File: src/rtl/hcs_pkg.sv
`timescale 1ns / 1ps

package hcs_pkg;

	localparam int NUM_BINS   = 256;
	localparam int BIN_BITS   = 8;
	localparam int COUNT_BITS = 24;
	localparam int MIN_BITS   = 24;
	localparam int PIX_BITS   = 8;
	localparam int LOW_BITS   = 9;
	// 510*k + d with k, d up to 255
	localparam int NUM_BITS   = 17;
	localparam int DIV_STEPS  = BIN_BITS;
	localparam int PHASE_BITS = $clog2(DIV_STEPS + 1);
	localparam int CMP_BITS   = (COUNT_BITS > MIN_BITS) ? COUNT_BITS : MIN_BITS;

	localparam logic REQ_HIST = 1'b0;
	localparam logic REQ_MAP  = 1'b1;

	localparam logic KIND_BOUNDS = 1'b0;
	localparam logic KIND_PIXEL  = 1'b1;

	typedef enum logic [2:0] {
		ST_RUN,
		ST_DRAIN,
		ST_SCAN,
		ST_BUILD,
		ST_REPORT
	} state_t;

	typedef struct packed {
		logic hist_acc;
		logic map_acc;
		logic scan_start;
		logic scan_step;
		logic build_start;
		logic build_step;
		logic load_report;
	} cmd_t;

	typedef struct packed {
		logic scan_done;
		logic build_done;
		logic out_valid;
	} status_t;

endpackage

File: src/rtl/hcs_ctrl.sv
`timescale 1ns / 1ps

module hcs_ctrl (
	input  logic              clk,
	input  logic              arst_n,
	input  logic              in_valid,
	input  logic              in_req_type,
	input  logic              in_frame_last,
	output logic              in_ready,
	input  logic              out_ready,
	input  hcs_pkg::status_t  stat,
	output hcs_pkg::cmd_t     cmd
);
	import hcs_pkg::*;

	state_t state_q;
	state_t state_d;
	logic   out_free;
	logic   accept;

	assign out_free = !stat.out_valid || out_ready;
	assign accept   = in_valid && in_ready;

	always_ff @(posedge clk or negedge arst_n) begin
		if (!arst_n) begin
			state_q <= ST_RUN;
		end else begin
			state_q <= state_d;
		end
	end

	always_comb begin
		state_d = state_q;
		unique case (state_q)
			ST_RUN: begin
				if (accept && in_req_type == REQ_HIST && in_frame_last) begin
					state_d = ST_DRAIN;
				end
			end
			ST_DRAIN: begin
				state_d = ST_SCAN;
			end
			ST_SCAN: begin
				if (stat.scan_done) begin
					state_d = ST_BUILD;
				end
			end
			ST_BUILD: begin
				if (stat.build_done) begin
					state_d = ST_REPORT;
				end
			end
			ST_REPORT: begin
				if (out_free) begin
					state_d = ST_RUN;
				end
			end
			default: begin
				state_d = ST_RUN;
			end
		endcase
	end

	always_comb begin
		in_ready = 1'b0;
		cmd      = '0;
		unique case (state_q)
			ST_RUN: begin
				in_ready     = out_free;
				cmd.hist_acc = accept && in_req_type == REQ_HIST;
				cmd.map_acc  = accept && in_req_type == REQ_MAP;
			end
			ST_DRAIN: begin
				// last increment lands at the end of this cycle
				cmd.scan_start = 1'b1;
			end
			ST_SCAN: begin
				cmd.scan_step   = 1'b1;
				cmd.build_start = stat.scan_done;
			end
			ST_BUILD: begin
				cmd.build_step = 1'b1;
			end
			ST_REPORT: begin
				cmd.load_report = out_free;
			end
			default: begin
				in_ready = 1'b0;
			end
		endcase
	end

endmodule

File: config.mk
export PLATFORM = sky130hd
export DESIGN_NAME = hcs_ctrl
export DESIGN_NICKNAME = d
export VERILOG_FILES = /design/src/rtl/hcs_pkg.sv /design/src/rtl/hcs_ctrl.sv
export SDC_FILE = /design/constraint.sdc
export NUM_CORES = 1
export LEC_CHECK = 0
export BUFFER_PORTS_ARGS = -buffer_cell sky130_fd_sc_hd__buf_2
export CAP_MARGIN = 0
export CORE_AREA = 2 2 39 41
export CTS_CLUSTER_DIAMETER = 80
export DETAILED_ROUTE_END_ITERATION = 10
export DIE_AREA = 0 0 41 43
export PLACE_DENSITY = 0.46
export SLEW_MARGIN = 10
export SYNTH_ARGS = -nofsm -noshare
export SYNTH_HDL_FRONTEND = slang
export SYNTH_SLANG_ARGS = --single-unit
File: constraint.sdc
create_clock -name clk -period 1.1 [get_ports clk]
set_clock_uncertainty 0.1 [all_clocks]
set_input_delay 0.22 -clock clk [delete_from_list [all_inputs] [get_ports clk]]
set_output_delay 0.22 -clock clk [all_outputs]
set_load 0.02 [all_outputs]
==> flow_metrics.tcl <==
set metrics [dict create \
    vias_per_cell 4.07 \
    setup_viol 9 \
    p_leak_nw 0.270 \
    grt_max_degree 6 \
    numCtsBuffers 3 \
    antenna_found_initial 0 \
    fin_area_um2 573 \
    timing.rr.end "state_q[0]" \
    synth_area_leaders "dfrtp_1, nand4b_4, nor2_1" \
    regArea_um2 77.6 \
    grt_pass1_wl_mm 1.17 \
    worstPathArrival_ns 1.19 \
    tightest_slew_ns 0.350 \
    synthDistinctLibCells 13 \
    cellPowerDensity_nw_per_um2 2570 \
    violations "setup timing" \
    first_pass_iters 1 \
    reg2regPathDepth 6 \
    gp_congestion 0.732 \
    biggestRegsByFlops "state_q (3)" \
    drv_cap 0 \
    cp.required_ns 0.78 \
    num_antenna_cells 0 \
    min_path_type "input pin to register" \
    top_register "state_q" \
    largest_reg_flops 3 \
    crit_fanout 4 \
    io_buffers 16 \
    syn_to_final_growth_pct 157 \
    gr-total-overflow 0 \
    slew_headroom_pct 76.4 \
    synth_top_flop_cell "dfrtp_1" \
    worstSetupEndpointType "output pin" \
    fp.dieW_um 41 \
    avgSynthCellArea_um2 8.57 \
    synth_fp_nets 35 \
    period_needed_ns 1.51 \
    ant_nets 0 \
    cts_max_level 1 \
    die_h_um 43 \
    pre_cts_ws_ns -0.218 \
    async_reset_ff_share_pct 100 \
    synth_cells 26 \
    fmax_mhz 663 \
    grt_use_total_pct 10.2 \
    ys_ff_latch 3 \
    ir_worst_vdd_mv 1.11 \
    routedWlPerCell_um 9.74 \
    synth_edf_count 0 \
    drc 0 \
    cts_root_buf "clkbuf_4" \
    num_vias 301 \
    multiInputGateArea_um2 204 \
    core_area_um2 1380 \
    cts_buffer_depth 2 \
    cts.clk_slew.worst_paths_ns 0.04 \
    critPathLaunch "state_q[1]" \
    placementRows 14 \
    n_fill_cell 143 \
    reg2reg_slack_ns -0.41 \
    initial_core_util_pct 16.1 \
    drt-total-wl_um 721 \
    yosysSeqAreaShare_pct 33.7 \
    status "complete, but fails checks" \
    cp-start-kind "register" \
    layout-drive-gt1-share_pct 81.0 \
    r2r_start "state_q[1]" \
    nets 68 \
    clock_latency_ns 0.23 \
    ios 17 \
    finalCritPeriodShare_pct 137 \
    drt_iter0_drc 0 \
    ys_warn_count 0 \
    cts_tree "done" \
    cp-endpoint "cmd[5]" \
    maxSlewViolCount 0 \
    synth_common_cells "nor2_1, dfrtp_1, inv_1, nand2_1" \
    finalHoldViolCount 0 \
    die-area_um2 1760 \
    timing.final.ws_setup_ns -0.409 \
    rsz0062_at_grt "yes" \
    syn-cell-area_um2 223 \
    clkSinkCount 3 \
    path_class "register to output pin" \
    yosys.area.top_type "dfrtp_1" \
    placed_area_um2 430 \
    synth.most_common_cell "nor2_1" \
    synth_top_area_share_pct 33.7 \
    grt_pass1_vias 293 \
]
where the power goes:
group          switching [mW]  internal [mW]
registers              0.0546          0.164
clock network          0.0571          0.136
logic                   0.489          0.572
what timing repair did:
action                                 4_1_cts  5_1_grt
setup endpoints to repair                   10       11
pin swaps                                    7        6
gates resized for setup                     17       10
endpoints found under the hold margin        3        0
hold buffers                                 1        0
buffers inserted                             4        2
final cells by class:
type | instances | share of cell area [%]
sequential | 3 | 13.5
inverter | 3 | 1.97
timing repair buffer | 28 | 40.8
clock buffer | 4 | 4.59
multi-input combinational | 20 | 35.6
tap | 16 | 3.49
critical path, cell delays in order, from the launching register on:
cell,delay [ns]
dfrtp_2,0.42
nor2_4,0.16
nand4b_4,0.15
nor2_4,0.11
buf_6,0.12
layout by cell type, fill, tap and decap left out:
| cell | count |
|---|---|
| nand2_1 | 3 |
| o21ai_0 | 1 |
| dlygate4sd3_1 | 1 |
| nand2b_1 | 1 |
| and2_4 | 1 |
| nor3_2 | 2 |
| dfrtp_1 | 1 |
| inv_2 | 1 |
| inv_1 | 2 |
| buf_6 | 11 |
| nor2_1 | 1 |
| buf_4 | 8 |
| buf_2 | 8 |
| o22ai_2 | 1 |
| and3_2 | 2 |
| clkbuf_4 | 3 |
| o32ai_4 | 1 |
| nand2b_4 | 1 |
| dfrtp_2 | 2 |
| nand4b_4 | 1 |
| nor2_4 | 5 |
| clkbuf_1 | 1 |
per-stage QoR:
stage / hold slack, ns / total power, mW / utilization [%] / setup TNS [ns] / cells
after floorplan: -0.176 / 0.675 / - / -0.923 / 26
after global placement: -0.0736 / 0.990 / 31.1 / -1.16 / 67
after detailed placement: -0.0776 / 0.994 / 31.1 / -1.26 / 67
after CTS: 0.139 / 1.41 / 38.9 / -3.29 / 74
after global routing: 0.187 / 1.58 / 41.4 / -3.76 / 74
final: 0.183 / 1.47 / 41.4 / -3.17 / 74
worst min-delay path by stage:
stage / from / end / slack, ns / cells after the start
floorplan: arst_n / state_q[0] / -0.18 / 0
global placement: arst_n / state_q[2] / -0.07 / 1
detailed placement: arst_n / state_q[2] / -0.08 / 1
CTS: in_frame_last / state_q[0] / 0.14 / 3
global route: in_req_type / state_q[0] / 0.19 / 2
finish: in_req_type / state_q[0] / 0.18 / 2
routing by layer:
metal  global-route usage (%)  wire length [um]  up-vias
li1                         -                 -      151
met1                     12.0               280      141
met2                     15.3               401        9
met3                     3.14                39        0
met4                     6.00                 0        0
met5                        0                 0        -
cells by family after synthesis:
family | Yosys count | synth area share [%]
simple gates | 17 | 48.9
flops | 3 | 33.7
compound gates | 3 | 12.4
buf+inv | 3 | 5.06
(Power assumes the default switching activity.)
